==> src/rtl/rtcr_pkg.sv <==
// Shared types, constants and helper functions for the tag capture and replay unit.
// Used by every module under rtl/; depends on nothing else.
package rtcr_pkg;

    // Group and frame geometry
    localparam int GROUP_LEN  = 14;
    localparam int TAG_DIGITS = 10;
    localparam int TAG_W      = 40;
    localparam int DIGIT_W    = 8;
    localparam int NIB_W      = 4;
    localparam int IDX_W      = 6;
    localparam int POS_W      = 4;
    localparam int OUT_DATA_W = 56;

    // Byte positions within a capture group
    localparam logic [POS_W-1:0] POS_FIRST     = 4'd0;
    localparam logic [POS_W-1:0] POS_DATA_LAST = 4'd10;
    localparam logic [POS_W-1:0] POS_CHK_ODD   = 4'd11;
    localparam logic [POS_W-1:0] POS_CHK_EVEN  = 4'd12;
    localparam logic [POS_W-1:0] POS_LAST      = 4'd13;

    // Copy sweep length (one read ahead of the write)
    localparam logic [POS_W-1:0] COPY_END      = 4'd10;
    localparam logic [POS_W-1:0] DIGIT_LAST    = 4'd9;

    // Frame bit positions
    localparam logic [IDX_W-1:0] BIT_PRE_LAST   = 6'd8;
    localparam logic [IDX_W-1:0] BIT_DATA_START = 6'd9;
    localparam logic [IDX_W-1:0] BIT_COL_START  = 6'd59;
    localparam logic [IDX_W-1:0] BIT_STOP       = 6'd63;
    localparam logic [2:0]       SUB_PARITY     = 3'd4;

    // ASCII conversion
    localparam logic [7:0] ASCII_ZERO   = 8'd48;
    localparam logic [7:0] ASCII_NINE   = 8'd57;
    localparam logic [7:0] ALPHA_OFFSET = 8'd55;

    // Input action codes
    localparam logic ACT_BYTE = 1'b0;
    localparam logic ACT_SEND = 1'b1;

    // Result kind codes
    localparam logic KIND_STATUS = 1'b0;
    localparam logic KIND_BIT    = 1'b1;

    // Capture status codes
    localparam logic [1:0] STATUS_CK_FAIL = 2'd0;
    localparam logic [1:0] STATUS_SAME    = 2'd1;
    localparam logic [1:0] STATUS_NEW     = 2'd2;

    // Control sequencer states
    typedef enum logic [4:0] {
        S_IDLE = 5'b00001,
        S_CMP  = 5'b00010,
        S_COPY = 5'b00100,
        S_STAT = 5'b01000,
        S_SEND = 5'b10000
    } t_state;

    // Access request to a digit memory
    typedef struct packed {
        logic               rd_en;
        logic [POS_W-1:0]   rd_addr;
        logic               wr_en;
        logic [POS_W-1:0]   wr_addr;
        logic [DIGIT_W-1:0] wr_data;
    } t_mem_req;

    // One result beat handed to the output stage
    typedef struct packed {
        logic             kind;
        logic [1:0]       status;
        logic [TAG_W-1:0] tag_value;
        logic [IDX_W-1:0] bit_index;
        logic             frame_bit;
        logic             last;
    } t_out_beat;

    // Map an ASCII byte to its digit value, modulo 256
    function automatic logic [DIGIT_W-1:0] to_digit(input logic [7:0] b);
        logic [DIGIT_W-1:0] d;
        if (b inside {[ASCII_ZERO:ASCII_NINE]}) begin
            d = b - ASCII_ZERO;
        end else begin
            d = b - ALPHA_OFFSET;
        end
        return d;
    endfunction

endpackage

==> src/rtl/rtcr_digit_ram.sv <==
// Capture digit memory: one group of converted reader bytes.
// Single write port, one registered read port. Depends on rtcr_pkg.
module rtcr_digit_ram
    import rtcr_pkg::*;
(
    input  logic               i_clk,
    input  t_mem_req           i_req,
    output logic [DIGIT_W-1:0] o_rd_data
);

    logic [DIGIT_W-1:0] r_mem [GROUP_LEN];
    logic [DIGIT_W-1:0] r_rd_data;

    // Write the incoming digit
    always_ff @(posedge i_clk) begin
        if (i_req.wr_en) begin
            r_mem[i_req.wr_addr] <= i_req.wr_data;
        end
    end

    // Registered read, held until the next read
    always_ff @(posedge i_clk) begin
        if (i_req.rd_en) begin
            r_rd_data <= r_mem[i_req.rd_addr];
        end
    end

    assign o_rd_data = r_rd_data;

endmodule

==> src/rtl/rtcr_tag_store.sv <==
// Stored tag memory: ten digits with per-entry valid bits so that an
// entry never written reads as zero. Depends on rtcr_pkg.
module rtcr_tag_store
    import rtcr_pkg::*;
(
    input  logic               i_clk,
    input  logic               i_rst_n,
    input  t_mem_req           i_req,
    output logic [DIGIT_W-1:0] o_rd_data
);

    logic [DIGIT_W-1:0]    r_mem [TAG_DIGITS];
    logic [TAG_DIGITS-1:0] r_valid;
    logic [DIGIT_W-1:0]    r_rd_data;

    // Write a digit and mark the entry valid
    always_ff @(posedge i_clk) begin
        if (i_req.wr_en) begin
            r_mem[i_req.wr_addr] <= i_req.wr_data;
        end
    end

    always_ff @(posedge i_clk) begin
        if (!i_rst_n) begin
            r_valid <= '0;
        end else if (i_req.wr_en) begin
            r_valid[i_req.wr_addr] <= 1'b1;
        end
    end

    // Registered read; an invalid entry reads as zero
    always_ff @(posedge i_clk) begin
        if (i_req.rd_en) begin
            r_rd_data <= r_valid[i_req.rd_addr] ? r_mem[i_req.rd_addr] : '0;
        end
    end

    assign o_rd_data = r_rd_data;

endmodule

==> src/rtl/rtcr_out_stage.sv <==
// Output register for result beats and packing onto the master stream.
// Depends on rtcr_pkg.
module rtcr_out_stage
    import rtcr_pkg::*;
(
    input  logic                  i_clk,
    input  logic                  i_rst_n,
    input  logic                  i_push,
    input  t_out_beat             i_beat,
    output logic                  o_free,
    output logic                  m_axis_tvalid,
    input  logic                  m_axis_tready,
    // status[1:0], tag_value[41:2], bit_index[47:42], frame_bit[48],
    // coil_first_half[49], coil_second_half[50], zero pad[55:51]
    output logic [OUT_DATA_W-1:0] m_axis_tdata,
    // kind[0]
    output logic                  m_axis_tuser,
    output logic                  m_axis_tlast
);

    logic      r_valid;
    t_out_beat r_beat;
    logic      w_coil_first;
    logic      w_coil_second;

    assign o_free = !r_valid || m_axis_tready;

    // Track occupancy of the output register
    always_ff @(posedge i_clk) begin
        if (!i_rst_n) begin
            r_valid <= 1'b0;
        end else if (i_push) begin
            r_valid <= 1'b1;
        end else if (m_axis_tready) begin
            r_valid <= 1'b0;
        end
    end

    // Load the payload
    always_ff @(posedge i_clk) begin
        if (i_push) begin
            r_beat <= i_beat;
        end
    end

    // Coil levels: inverse then true, zero in status beats
    assign w_coil_first  = (r_beat.kind == KIND_BIT) && !r_beat.frame_bit;
    assign w_coil_second = (r_beat.kind == KIND_BIT) && r_beat.frame_bit;

    assign m_axis_tvalid = r_valid;
    assign m_axis_tdata  = {5'd0, w_coil_second, w_coil_first, r_beat.frame_bit,
                            r_beat.bit_index, r_beat.tag_value, r_beat.status};
    assign m_axis_tuser  = r_beat.kind;
    assign m_axis_tlast  = r_beat.last;

endmodule

==> src/rtl/rfid_tag_capture_and_replay_unit.sv <==
// Top level of the tag capture and replay unit: control sequencer, both
// digit memories and the output stage. Depends on rtcr_pkg and all rtcr_ modules.
//
// Reader bytes (tuser 0) are gathered in groups of fourteen; bytes 1..10 are
// each accepted and then compared against the stored digit read from the tag
// memory, all others are only accepted. The fourteenth byte yields one status
// beat: a failed checksum or a repeated tag goes straight to the status state,
// a new tag after a sweep that copies the digits into the tag memory and then
// stops capture for good; later reader bytes are taken and dropped.
// A send item (tuser 1) yields the 64-beat frame of the stored tag, one beat
// per cycle while m_axis_tready stays high, pushed from the send state entered
// on accept; the single output register and the one-digit-ahead tag memory read
// set that pace. s_axis_tready is low while a byte is compared, a tag is copied,
// a status beat waits for the output register or a frame is being sent.
module rfid_tag_capture_and_replay_unit
    import rtcr_pkg::*;
(
    input  logic                  i_clk,
    input  logic                  i_rst_n,
    input  logic                  s_axis_tvalid,
    output logic                  s_axis_tready,
    // rx_byte[7:0]
    input  logic [7:0]            s_axis_tdata,
    // action[0]
    input  logic                  s_axis_tuser,
    output logic                  m_axis_tvalid,
    input  logic                  m_axis_tready,
    // status[1:0], tag_value[41:2], bit_index[47:42], frame_bit[48],
    // coil_first_half[49], coil_second_half[50], zero pad[55:51]
    output logic [OUT_DATA_W-1:0] m_axis_tdata,
    // kind[0]
    output logic                  m_axis_tuser,
    output logic                  m_axis_tlast
);

    t_state             r_state, n_state;
    logic [POS_W-1:0]   r_pos, n_pos;
    logic               r_captured, n_captured;
    logic [DIGIT_W-1:0] r_c1, n_c1;
    logic [DIGIT_W-1:0] r_c2, n_c2;
    logic               r_ok, n_ok;
    logic               r_eq, n_eq;
    logic [DIGIT_W-1:0] r_digit, n_digit;
    logic [1:0]         r_status, n_status;
    logic [TAG_W-1:0]   r_tag, n_tag;
    logic [POS_W-1:0]   r_cnt, n_cnt;
    logic [IDX_W-1:0]   r_bit_idx, n_bit_idx;
    logic [2:0]         r_sub, n_sub;
    logic [POS_W-1:0]   r_dig, n_dig;
    logic [NIB_W-1:0]   r_nib, n_nib;
    logic [NIB_W-1:0]   r_col, n_col;

    logic               w_in_acc;
    logic [DIGIT_W-1:0] w_digit;
    logic               w_free;
    logic               w_push;
    logic               w_load;
    logic [1:0]         w_sel;
    t_out_beat          w_beat;
    t_mem_req           w_cap_req;
    t_mem_req           w_tag_req;
    logic [DIGIT_W-1:0] w_cap_rd;
    logic [DIGIT_W-1:0] w_tag_rd;

    assign s_axis_tready = (r_state == S_IDLE);
    assign w_in_acc      = s_axis_tvalid && s_axis_tready;
    assign w_digit       = to_digit(s_axis_tdata);
    assign w_sel         = 2'(3'd3 - r_sub);

    // Sequencer next state and memory requests
    always_comb begin
        n_state    = r_state;
        n_pos      = r_pos;
        n_captured = r_captured;
        n_c1       = r_c1;
        n_c2       = r_c2;
        n_ok       = r_ok;
        n_eq       = r_eq;
        n_digit    = r_digit;
        n_status   = r_status;
        n_tag      = r_tag;
        n_cnt      = r_cnt;
        n_bit_idx  = r_bit_idx;
        n_sub      = r_sub;
        n_dig      = r_dig;
        n_nib      = r_nib;
        n_col      = r_col;
        w_cap_req  = '0;
        w_tag_req  = '0;
        w_push     = 1'b0;
        w_load     = 1'b0;
        w_beat     = '0;

        case (r_state)
            S_IDLE: begin
                if (w_in_acc && s_axis_tuser == ACT_SEND) begin
                    // Fetch the first digit and start the frame
                    w_tag_req.rd_en   = 1'b1;
                    w_tag_req.rd_addr = '0;
                    n_bit_idx         = '0;
                    n_sub             = '0;
                    n_col             = '0;
                    n_state           = S_SEND;
                end else if (w_in_acc && !r_captured) begin
                    // Store the digit of this reader byte
                    w_cap_req.wr_en   = 1'b1;
                    w_cap_req.wr_addr = r_pos;
                    w_cap_req.wr_data = w_digit;
                    n_pos             = r_pos + 4'd1;
                    if (r_pos == POS_FIRST) begin
                        n_c1 = '0;
                        n_c2 = '0;
                        n_ok = 1'b1;
                        n_eq = 1'b1;
                    end else if (r_pos <= POS_DATA_LAST) begin
                        w_tag_req.rd_en   = 1'b1;
                        w_tag_req.rd_addr = r_pos - 4'd1;
                        n_digit           = w_digit;
                        if (r_pos[0]) begin
                            n_c1 = r_c1 ^ w_digit;
                        end else begin
                            n_c2 = r_c2 ^ w_digit;
                        end
                        n_state = S_CMP;
                    end else if (r_pos == POS_CHK_ODD) begin
                        n_ok = r_ok && (w_digit == r_c1);
                    end else if (r_pos == POS_CHK_EVEN) begin
                        n_ok = r_ok && (w_digit == r_c2);
                    end else if (r_pos == POS_LAST) begin
                        // Group complete: decide the status
                        n_pos = POS_FIRST;
                        n_tag = '0;
                        n_cnt = '0;
                        if (!r_ok) begin
                            n_status = STATUS_CK_FAIL;
                            n_state  = S_STAT;
                        end else if (r_eq) begin
                            n_status = STATUS_SAME;
                            n_state  = S_STAT;
                        end else begin
                            n_state = S_COPY;
                        end
                    end
                end
            end

            S_CMP: begin
                // Compare against the stored digit read last cycle
                n_eq    = r_eq && (w_tag_rd == r_digit);
                n_state = S_IDLE;
            end

            S_COPY: begin
                // Read one digit ahead, write the one read last cycle
                if (r_cnt < COPY_END) begin
                    w_cap_req.rd_en   = 1'b1;
                    w_cap_req.rd_addr = r_cnt + 4'd1;
                end
                if (r_cnt != '0) begin
                    w_tag_req.wr_en   = 1'b1;
                    w_tag_req.wr_addr = r_cnt - 4'd1;
                    w_tag_req.wr_data = w_cap_rd;
                    n_tag             = {r_tag[TAG_W-NIB_W-1:0], w_cap_rd[NIB_W-1:0]};
                end
                if (r_cnt == COPY_END) begin
                    n_captured = 1'b1;
                    n_status   = STATUS_NEW;
                    n_state    = S_STAT;
                end else begin
                    n_cnt = r_cnt + 4'd1;
                end
            end

            S_STAT: begin
                // Hand the status beat to the output register
                if (w_free) begin
                    w_push           = 1'b1;
                    w_beat.kind      = KIND_STATUS;
                    w_beat.status    = r_status;
                    w_beat.tag_value = r_tag;
                    n_state          = S_IDLE;
                end
            end

            S_SEND: begin
                if (w_free) begin
                    w_push           = 1'b1;
                    w_beat.kind      = KIND_BIT;
                    w_beat.bit_index = r_bit_idx;
                    w_beat.last      = (r_bit_idx == BIT_STOP);
                    n_bit_idx        = r_bit_idx + 6'd1;
                    if (r_bit_idx < BIT_DATA_START) begin
                        // Header ones; load the first digit on the last of them
                        w_beat.frame_bit = 1'b1;
                        if (r_bit_idx == BIT_PRE_LAST) begin
                            w_load = 1'b1;
                            n_dig  = '0;
                        end
                    end else if (r_bit_idx < BIT_COL_START) begin
                        // Digit bits, most significant first, then row parity
                        if (r_sub == SUB_PARITY) begin
                            w_beat.frame_bit = ^r_nib;
                            n_sub            = '0;
                            if (r_dig < DIGIT_LAST) begin
                                w_load = 1'b1;
                                n_dig  = r_dig + 4'd1;
                            end
                        end else begin
                            w_beat.frame_bit = r_nib[w_sel];
                            n_sub            = r_sub + 3'd1;
                        end
                    end else if (r_bit_idx < BIT_STOP) begin
                        // Column parities, bit 3 first
                        w_beat.frame_bit = r_col[NIB_W-1];
                        n_col            = {r_col[NIB_W-2:0], 1'b0};
                    end else begin
                        w_beat.frame_bit = 1'b0;
                        n_state          = S_IDLE;
                    end

                    // Take the prefetched digit and fetch the next one
                    if (w_load) begin
                        n_nib = w_tag_rd[NIB_W-1:0];
                        n_col = r_col ^ w_tag_rd[NIB_W-1:0];
                        if (n_dig < DIGIT_LAST) begin
                            w_tag_req.rd_en   = 1'b1;
                            w_tag_req.rd_addr = n_dig + 4'd1;
                        end
                    end
                end
            end

            default: begin
                n_state = S_IDLE;
            end
        endcase
    end

    // Control registers
    always_ff @(posedge i_clk) begin
        if (!i_rst_n) begin
            r_state    <= S_IDLE;
            r_pos      <= '0;
            r_captured <= 1'b0;
        end else begin
            r_state    <= n_state;
            r_pos      <= n_pos;
            r_captured <= n_captured;
        end
    end

    // Working registers
    always_ff @(posedge i_clk) begin
        r_c1      <= n_c1;
        r_c2      <= n_c2;
        r_ok      <= n_ok;
        r_eq      <= n_eq;
        r_digit   <= n_digit;
        r_status  <= n_status;
        r_tag     <= n_tag;
        r_cnt     <= n_cnt;
        r_bit_idx <= n_bit_idx;
        r_sub     <= n_sub;
        r_dig     <= n_dig;
        r_nib     <= n_nib;
        r_col     <= n_col;
    end

    rtcr_digit_ram u_digit_ram (
        .i_clk     (i_clk),
        .i_req     (w_cap_req),
        .o_rd_data (w_cap_rd)
    );

    rtcr_tag_store u_tag_store (
        .i_clk     (i_clk),
        .i_rst_n   (i_rst_n),
        .i_req     (w_tag_req),
        .o_rd_data (w_tag_rd)
    );

    rtcr_out_stage u_out_stage (
        .i_clk         (i_clk),
        .i_rst_n       (i_rst_n),
        .i_push        (w_push),
        .i_beat        (w_beat),
        .o_free        (w_free),
        .m_axis_tvalid (m_axis_tvalid),
        .m_axis_tready (m_axis_tready),
        .m_axis_tdata  (m_axis_tdata),
        .m_axis_tuser  (m_axis_tuser),
        .m_axis_tlast  (m_axis_tlast)
    );

    // Capture, once done, stays done
    a_captured_sticky: assert property (@(posedge i_clk) disable iff (!i_rst_n)
        r_captured |=> r_captured)
        else $error("capture flag cleared");

    // The tag memory is written only by the copy sweep
    a_tag_write_copy: assert property (@(posedge i_clk) disable iff (!i_rst_n)
        w_tag_req.wr_en |-> (r_state == S_COPY))
        else $error("tag memory written outside copy sweep");

    // A beat marked last is the stop bit of a frame
    a_last_is_stop: assert property (@(posedge i_clk) disable iff (!i_rst_n)
        (m_axis_tvalid && m_axis_tlast) |->
            (m_axis_tuser == KIND_BIT && m_axis_tdata[47:42] == BIT_STOP))
        else $error("last beat is not frame bit 63");

    // The frame position holds while the output is stalled
    a_send_hold: assert property (@(posedge i_clk) disable iff (!i_rst_n)
        (r_state == S_SEND && !w_free) |=> $stable(r_bit_idx))
        else $error("frame position moved without a beat");

endmodule

==> config.mk <==
export PLATFORM = sky130hd
export DESIGN_NAME = rfid_tag_capture_and_replay_unit
export DESIGN_NICKNAME = d
export VERILOG_FILES = /design/src/rtl/rtcr_pkg.sv /design/src/rtl/rtcr_digit_ram.sv /design/src/rtl/rtcr_tag_store.sv /design/src/rtl/rtcr_out_stage.sv /design/src/rtl/rfid_tag_capture_and_replay_unit.sv
export SDC_FILE = /design/constraint.sdc
export NUM_CORES = 1
export LEC_CHECK = 0
export BUFFER_PORTS_ARGS = -buffer_cell sky130_fd_sc_hd__buf_2
export CORE_MARGIN = 4
export CORE_UTILIZATION = 42
export DETAILED_ROUTE_END_ITERATION = 16
export GPL_TIMING_DRIVEN = 0
export SLEW_MARGIN = 40
export SYNTH_ARGS = -nofsm -noshare
export SYNTH_HDL_FRONTEND = slang
export SYNTH_SLANG_ARGS = --single-unit
export TNS_END_PERCENT = 100
==> constraint.sdc <==
create_clock -name i_clk -period 4.5 [get_ports i_clk]
set_input_delay 1.125 -clock i_clk [delete_from_list [all_inputs] [get_ports i_clk]]
set_output_delay 1.125 -clock i_clk [all_outputs]
set_load 0.02 [all_outputs]
==> results of run 1 <==
-- sequential cells by signal, summed over array words and instances, names as in the netlist, 2 cells and up --
name and cells:
u_out_stage.m_axis_tdata 49, r_digit 8, r_nib 4, r_c1 8, u_tag_store.r_mem 80, r_col 4, r_sub 3, r_bit_idx 6
u_tag_store.r_valid 10, u_digit_ram.o_rd_data 8, r_status 2, r_tag 40, u_digit_ram.r_mem 112, r_state 5, r_pos 4, r_dig 4
r_cnt 4, u_tag_store.o_rd_data 8, r_c2 8
-- repair_timing --
action                                  CTS  global route
setup buffers                             0             3
endpoints found under the hold margin     0             0
gates resized for setup                   3             2
pin swaps                                 0             1
endpoints found under the setup margin    7             7
-- worst max-delay path, stage by stage (launching register included) --
cell      delay, ns
edfxtp_1       0.43
ha_1           0.30
o2111a_1       0.34
or3_1          0.44
mux2i_1        0.26
ha_1           0.22
inv_1          0.08
o31ai_4        0.35
a32oi_2        0.24
buf_4          0.25
buf_4          0.22
mux2i_1        0.18
a22oi_1        0.11
o21ai_0        0.44
a211oi_2       0.14
-- cell usage after synthesis, types with 16 or more instances --
cell	number	share of area (%)
a211oi_1	23	1.1
a21oi_1	44	1.4
and2_1	101	3.9
clkbuf_1	34	0.79
dfxtp_1	21	2.6
edfxtp_1	352	66
ha_1	22	1.7
inv_1	31	0.72
mux2i_1	43	2.7
mux4_2	25	3.5
nand2_1	55	1.3
nand3_1	19	0.59
nor2_1	83	1.9
nor2b_1	25	0.97
nor3_1	16	0.50
o21ai_0	24	0.75
xnor2_1	30	1.6
xor2_1	18	0.98
-- worst paths after layout --
path	startpoint	to	slack (ns)	cells after the start
setup reg to reg	r_bit_idx[0]	u_tag_store.o_rd_data[1]	0.20	14
setup / recovery	r_bit_idx[0]	u_tag_store.o_rd_data[1]	0.20	14
hold reg to reg	u_tag_store.r_valid[5]	u_tag_store.r_valid[5]	0.46	1
hold / removal	u_tag_store.r_valid[5]	u_tag_store.r_valid[5]	0.46	1
-- layer usage --
| metal | vias up | track usage (%) | part of all wire [%] |
|---|---|---|---|
| li1 | 4423 | - | - |
| met1 | 4528 | 21.6 | 44 |
| met2 | 176 | 27.3 | 49 |
| met3 | 55 | 2.72 | 4.1 |
| met4 | 0 | 4.31 | 2.2 |
| met5 | - | 0 | 0 |
-- power breakdown --
part / switching (mW) / internal, mW
logic: 0.346 / 0.167
clock network: 1.34 / 1.97
registers: 0.0441 / 3.87
total: 1.73 / 6.01
-- cell families after synthesis --
| logic type | count (synthesis) | synth area share [%] |
|---|---|---|
| flops | 373 | 68.3 |
| simple gates | 351 | 11.5 |
| mux | 71 | 6.39 |
| xor+xnor | 48 | 2.61 |
| compound gates | 165 | 7.22 |
| fa+ha+maj | 22 | 1.71 |
| buf+inv | 86 | 2.26 |
| other cells | 1 | 0.0233 |
-- layout make-up --
type	count	area (sq um)	share of cell area, %
multi-input combinational	662	4910	26.2
clock inverter	19	272	1.45
timing repair buffer	87	483	2.58
tap	511	639	3.41
buffer	51	235	1.26
inverter	34	128	0.682
sequential	373	11000	58.7
clock buffer	54	1060	5.68
==> summary.txt, run 1 <==
Die
  – I/O pin total: 73
  – Die ar.: 41500 sq um
  – Initial core utilization: 42.6%
  – Rows: 71
  – Core ar.: 37800 sq um
  – Die height: 204 microns
  – Die width: 204 microns

Placement
  – Total placed cells including tap cells: 1716
  – Dpl cell area: 17300 sq um
  – Port bufs: 67
  – Post-DP HPWL: 23100 microns
  – DP Worst Slack: -0.620 ns
  – Routability Congestion: 0.821

Global routing
  – Vias in the first global route: 9005
  – Initial antenna violation count: 0
  – Gr usage total: 16.1%
  – First-pass GRT wire length: 52200 microns
  – GRT overflow: 0
  – Largest net degree at the start of global routing: 52

Synthesis
  – Cells after synthesis: 1117
  – Seq/Total Area, Yosys: 68.3%
  – Yosys Warn Count: 0
  – Dominant synthesized flop cell: edfxtp_1
  – Synth Cell Area: 16100 sq um
  – Yosys reg bits: 373
  – Number of synthesized flops with an enable pin: 352
  – Count of distinct cell types in the synthesized netlist: 68
  – Mean post-synth cell area: 14.4 sq um
  – Ys async rst share: 0%

Clock tree
  – Clock sinks: 373
  – CTS tree: built
  – CTS Buf Count: 40
  – Clock transition at path regs: 0.06 ns
  – Hold_buf cts: 0
  – Clock tree buffer depth: 3
  – Worst-Skew Late Latency: 0.55 ns
  – H-Tree Depth: 2
  – Root buf cell: clkbuf_16

Layout
  – Most frequent cells in the layout: edfxtp_1, and2_1, buf_2
  – Final Non-Filler Cells: 1791
  – Filler cells: 3255
  – Layout Area Growth over Synthesis: 16.4%
  – Share of cells above drive strength 1: 18.8%
  – Final core utilization: 49.6%
  – Post-route cell area: 18700 sq um
  – Number of diodes: 0
  – Nets: 1284
  – Most common cell after layout, fill and taps aside: edfxtp_1

Detailed routing
  – Antenna-violating nets left: 0
  – DR pass1 iterations: 5
  – Iteration-0 DRC Markers: 576
  – Drt total wl: 33300 microns
  – Vias per std cell: 5.13
  – Via Count: 9182
  – # DRC: 0
  – Drt wl/cell: 18.6 microns

STA
  – WHS: 0.464 ns
  – Setup tns final: 0 ns
  – Post-route minimum period: 4.30 ns
  – Worst rel slew slack: 41.6%
  – Tcrit/Tclk final: 95.5%
  – Final worst slack: 0.205 ns
  – Post-route clock skew: 0.0238 ns
  – Final setup violation count: 0
  – Tightest Pin Transition: 0.873 ns
  – Slew Limit Fails: 0
  – FMAX: 233 MHz
  – Final Hold Vio Count: 0

Critical path
  – Critical path required time: 4.78 ns
  – Crit. End Element: flop
  – Crit start category: flop
  – Critical path type: flop to flop
  – Crit path DAT: 4.58 ns
  – Crit Path Max Fanout: 10

Power and ir drop
  – P_leak: 6.85 nW
  – PnR Total Power: 7.74 mW
  – Maximum vdd drop: 302 uV
  – PwrDens: 413 nW/um^2

Job
  – Max Cap Viol: 0

Outcome
  – Outcome: complete, no violations

Hold path
  – Worst min path class: flop to flop
Note: power is estimated with default switching activity, not from simulation.
==> run 2: changes to the inputs <==
--- a/config.mk
+++ b/config.mk
@@ -8,3 +8,3 @@
 export BUFFER_PORTS_ARGS = -buffer_cell sky130_fd_sc_hd__buf_2
-export CORE_MARGIN = 4
+export CORE_MARGIN = 10
 export CORE_UTILIZATION = 42
--- a/constraint.sdc
+++ b/constraint.sdc
@@ -3,2 +3,2 @@
 set_output_delay 1.125 -clock i_clk [all_outputs]
-set_load 0.02 [all_outputs]
+set_load 0.1 [all_outputs]
==> run 2 against run 1 <==
Net effect: clock skew down 0.00079 ns; combinational power up 21%; register-to-register slack better by 0.05 ns.
==> summary.txt, run 2 (same netlist as run 1, synthesis figures left out) <==
Outcome
  – Outcome: complete, no violations

Critical path
  – Crit Path Max Fanout: 10
  – Crit start category: flop
  – Critical path required time: 4.77 ns
  – Crit path from: r_bit_idx[0]
  – Reg-to-Reg Start: r_bit_idx[0]
  – Crit. End Element: flop
  – R2R Setup Slk: 0.25 ns
  – R2R cell count: 14
  – Critical path type: flop to flop
  – CP max-delay cell: or3_1
  – Crit path DAT: 4.52 ns
  – Setup crit end: u_tag_store.o_rd_data[1]
  – Worst r2r dst: u_tag_store.o_rd_data[1]
  – Critical path cell sequence: ha_1 > o2111a_1 > or3_1 > mux2i_1 > ha_1 > inv_1 > o31ai_4 > a32oi_2 > buf_4 > buf_4 > mux2i_1 > a22oi_1 > o21ai_0 > a211oi_2
  – Max incr delay on CP: 0.44 ns

Power and ir drop
  – Maximum vdd drop: 263 uV
  – PnR Total Power: 7.71 mW
  – PwrDens: 414 nW/um^2
  – P_leak: 6.81 nW

STA
  – Final Hold Vio Count: 0
  – Slew Limit Fails: 0
  – Worst rel slew slack: 46.4%
  – RSZ-0062 raised after global routing: false
  – Post-route minimum period: 4.25 ns
  – Post-route clock skew: 0.0230 ns
  – Final setup violation count: 0
  – Tcrit/Tclk final: 94.4%
  – FMAX: 235 MHz
  – Setup tns final: 0 ns
  – Tightest Pin Transition: 0.800 ns

Clock tree
  – Clock transition at path regs: 0.06 ns
  – Clock sinks: 373
  – Worst-Skew Late Latency: 0.54 ns
  – Root buf cell: clkbuf_16
  – CTS tree: built
  – CTS Buf Count: 40
  – H-Tree Depth: 2
  – Clock tree buffer depth: 3

Layout
  – Largest Register: u_digit_ram.r_mem
  – Most frequent cells in the layout: edfxtp_1, and2_1, buf_2
  – Most common cell after layout, fill and taps aside: edfxtp_1
  – Largest register FFs: 112
  – Share of cells above drive strength 1: 18.6%
  – Number of diodes: 0
  – Nets: 1281
  – Layout Area Growth over Synthesis: 15.7%

Global routing
  – Initial antenna violation count: 0
  – Largest net degree at the start of global routing: 52
  – First-pass GRT wire length: 53400 microns
  – GRT overflow: 0
  – Vias in the first global route: 9134
  – Gr usage total: 14.5%

Detailed routing
  – Drt total wl: 34100 microns
  – # DRC: 0
  – DR pass1 iterations: 5
  – Iteration-0 DRC Markers: 632
  – Vias per std cell: 5.19
  – Drt wl/cell: 19.1 microns
  – Via Count: 9267
  – Antenna-violating nets left: 0

Placement
  – Post-DP HPWL: 23500 microns
  – Routability Congestion: 0.824
  – Port bufs: 67

Job
  – Max Cap Viol: 0

Die
  – Core ar.: 37800 sq um
  – Die height: 216 microns
  – Die width: 216 microns
  – Rows: 71
  – Die ar.: 46500 sq um
  – Initial core utilization: 42.6%
  – I/O pin total: 73

Hold path
  – Worst min path class: flop to flop
## run 2: changes by cell type in the layout (fill, tap and decap cells not counted), sizes merged
cell,before,now
inv,36,34
bufinv,5,3
clkbuf,87,80
clkinv,11,19
buf,105,102
## run 2: metrics by stage
step / util (%) / instance area [sq um] / worst slack, ns / hold WS [ns] / cells
floorplan: - / 16100 / 0.193 / 0.435 / 1121
global placement: 45.3 / 17100 / -0.501 / 0.442 / 1699
detailed placement: 45.9 / 17300 / -0.551 / 0.454 / 1716
CTS: 49.2 / 18600 / 0.131 / 0.466 / 1786
global route: 49.3 / 18600 / 0.00128 / 0.487 / 1785
finish: 49.3 / 18600 / 0.251 / 0.464 / 1785
## run 2: what timing repair did
item                                    CTS  global route
hold buffers                              0             0
setup buffers                             0             0
cloned                                    0             0
endpoints found under the setup margin    6             7
pin swaps                                 0             0
gates resized for setup                   3             3
## run 2: per-layer routing
| layer | share of wire [%] | routed length [microns] | track usage, % |
|---|---|---|---|
| met5 | 0 | 0 | 0 |
| met4 | 2.5 | 848 | 4.67 |
| met3 | 4.7 | 1620 | 2.84 |
| met2 | 49 | 16600 | 24.0 |
| met1 | 44 | 15100 | 18.7 |
## run 2: where the power goes
part	switching [mW]	total [mW]	internal [mW]
Combinational	0.458	0.621	0.164
Sequential	0.0458	3.92	3.87
Clock	1.30	3.17	1.87
Total	1.81	7.71	5.90
## run 2: critical path, delay by kind of cell (launching register included)
| family | cells | cell delay, ns |
|---|---|---|
| muxes | 2 | 0.42 |
| buffers and inverters | 3 | 0.56 |
| and+or+nand+nor | 1 | 0.44 |
| DFF | 1 | 0.43 |
| AOI/OAI and AO/OA | 6 | 1.63 |
| adders and majority gates | 2 | 0.51 |
## run 2: layout make-up
class,count,area [sq um]
clock inverter,23,193
buffer,51,235
tap,511,639
multi-input combinational,662,4920
sequential,373,11000
fill,3268,19100
clock buffer,47,1070
timing repair buffer,84,443
inverter,34,128
## run 2: worst min-delay path by stage
stage	startpoint	endpoint	slack, ns	depth (start not counted)
6_report	u_tag_store.r_valid[9]	u_tag_store.r_valid[9]	0.46	1
5_1_grt	u_tag_store.r_valid[5]	u_tag_store.r_valid[5]	0.49	1
4_1_cts	u_tag_store.r_valid[8]	u_tag_store.r_valid[8]	0.47	1
3_5_place_dp	u_tag_store.r_valid[9]	u_tag_store.r_valid[9]	0.45	1
3_3_place_gp	u_tag_store.r_valid[8]	u_tag_store.r_valid[8]	0.44	1
2_1_floorplan	u_tag_store.r_valid[8]	u_tag_store.r_valid[8]	0.44	1
==> run 3: changes to the inputs <==
- CORE_MARGIN: 10 -> 4
==> run 3 against run 2 <==
Net effect: non-clock buffer count up 1; final cell count is essentially flat; via count down 0.83%; core utilization is 0.21 points higher; largest cell class unchanged; sequential share of layout area shrank 0.25 points; setup slack lost 0.022 ns; highest routed layer unchanged; design area is 0.42% higher.
==> summary.txt, run 3 (same netlist as run 1, synthesis figures left out) <==
Layout
  – Most frequent cells in the layout: edfxtp_1, and2_1, buf_2
  – Post-route cell area: 18700 sq um
  – Nets: 1282
  – Final Non-Filler Cells: 1786
  – Most common cell after layout, fill and taps aside: edfxtp_1
  – Share of cells above drive strength 1: 19.1%
  – Layout Area Growth over Synthesis: 16.2%
  – Final core utilization: 49.5%
  – Number of diodes: 0
  – Largest Register: u_digit_ram.r_mem
  – Largest register FFs: 112

Placement
  – Dpl cell area: 17300 sq um
  – DP Worst Slack: -0.548 ns
  – Routability Congestion: 0.832
  – Total placed cells including tap cells: 1717
  – Post-DP HPWL: 23100 microns
  – Port bufs: 67

Die
  – Rows: 71
  – Die height: 204 microns
  – I/O pin total: 73
  – Die width: 204 microns
  – Core ar.: 37800 sq um
  – Die ar.: 41500 sq um
  – Initial core utilization: 42.6%

Hold path
  – Worst min path class: flop to flop
  – Hold EP: u_tag_store.r_valid[7]
  – Hold depth: 1
  – HP Start: u_tag_store.r_valid[7]

Global routing
  – Initial antenna violation count: 0
  – Gr usage total: 16.0%
  – First-pass GRT wire length: 52200 microns
  – Vias in the first global route: 8972
  – Largest net degree at the start of global routing: 52
  – GRT overflow: 0

STA
  – FMAX: 234 MHz
  – Final Hold Vio Count: 0
  – Tcrit/Tclk final: 94.9%
  – Setup tns final: 0 ns
  – RSZ-0062 raised after global routing: false
  – Post-route clock skew: 0.0248 ns
  – Post-route minimum period: 4.27 ns
  – Final worst slack: 0.229 ns
  – Tightest Pin Transition: 0.840 ns
  – Final setup violation count: 0
  – Worst rel slew slack: 43.8%
  – WHS: 0.469 ns
  – Slew Limit Fails: 0

Critical path
  – Reg-to-Reg Start: r_bit_idx[0]
  – Worst r2r dst: u_tag_store.o_rd_data[1]
  – R2R cell count: 14
  – Critical path type: flop to flop
  – Crit Path Max Fanout: 10
  – R2R Setup Slk: 0.23 ns
  – Crit path DAT: 4.55 ns
  – Crit start category: flop
  – Critical path required time: 4.78 ns
  – Crit. End Element: flop

Clock tree
  – Setup Buffers After CTS: 0
  – H-Tree Depth: 2
  – Clock sinks: 373
  – Clock transition at path regs: 0.06 ns
  – Hold_buf cts: 0
  – Worst-Skew Late Latency: 0.55 ns
  – Clock tree buffer depth: 3
  – CTS Buf Count: 40
  – Post-CTS sizing: 3
  – Root buf cell: clkbuf_16
  – CTS tree: built

Job
  – Max Cap Viol: 0

Detailed routing
  – DR pass1 iterations: 5
  – Iteration-0 DRC Markers: 487
  – Via Count: 9190
  – Drt total wl: 33200 microns
  – Antenna-violating nets left: 0
  – Vias per std cell: 5.15
  – Drt wl/cell: 18.6 microns
  – # DRC: 0

Power and ir drop
  – Maximum vdd drop: 231 uV
  – PnR Total Power: 7.84 mW
  – P_leak: 6.85 nW
  – PwrDens: 419 nW/um^2

Outcome
  – Outcome: complete, no violations
run 3: cell count changes in the layout (fill, tap and decap cells not counted), sizes merged:
cell,delta
buf,+1
clkinv,-9
inv,+2
bufinv,+1
clkinvlp,-1
clkbuf,+7
run 3: worst max path at each step:
stage                        from                        to  slack [ns]  depth (start not counted)
CTS                  r_bit_idx[0]  u_tag_store.o_rd_data[1]        0.02                         14
global placement    s_axis_tvalid  u_tag_store.o_rd_data[0]       -0.56                         13
global route         r_bit_idx[0]  u_tag_store.o_rd_data[0]        0.02                         14
floorplan              r_state[1]                  r_tag[0]        0.19                          6
finish               r_bit_idx[0]  u_tag_store.o_rd_data[1]        0.23                         14
detailed placement   s_axis_tuser  u_tag_store.o_rd_data[0]       -0.55                         13
run 3: area by class of cell:
cell class	count	area, sq um
inverters	34	128
repair buffers	85	450
multi-input cells	662	4920
clock inverters	16	206
plain buffers	51	236
clock buffers	54	1120
flip-flops and latches	373	11000
well taps	511	639
fillers	3236	19100
run 3: per-layer routing:
metal	part of all wire, %	routed length (microns)	GRT usage, %
met2	50	16600	27.1
met1	44	14600	21.5
met4	2.1	709	4.46
met3	4.0	1340	2.67
met5	0	0	0
run 3: where the power goes:
group	switching (mW)	total [mW]	internal, mW
clock network	1.31	3.30	1.99
logic	0.457	0.623	0.165
registers	0.0448	3.92	3.87
run 3: worst max-delay path, stage by stage, from the launching register on:
cell      delay [ns]
edfxtp_1        0.43
ha_1            0.30
o2111a_1        0.35
or3_1           0.43
mux2i_1         0.25
ha_1            0.21
inv_1           0.08
o31ai_4         0.40
a32oi_2         0.25
buf_4           0.26
buf_4           0.22
mux2i_1         0.16
a22oi_1         0.09
o21ai_0         0.42
a211oi_2        0.14
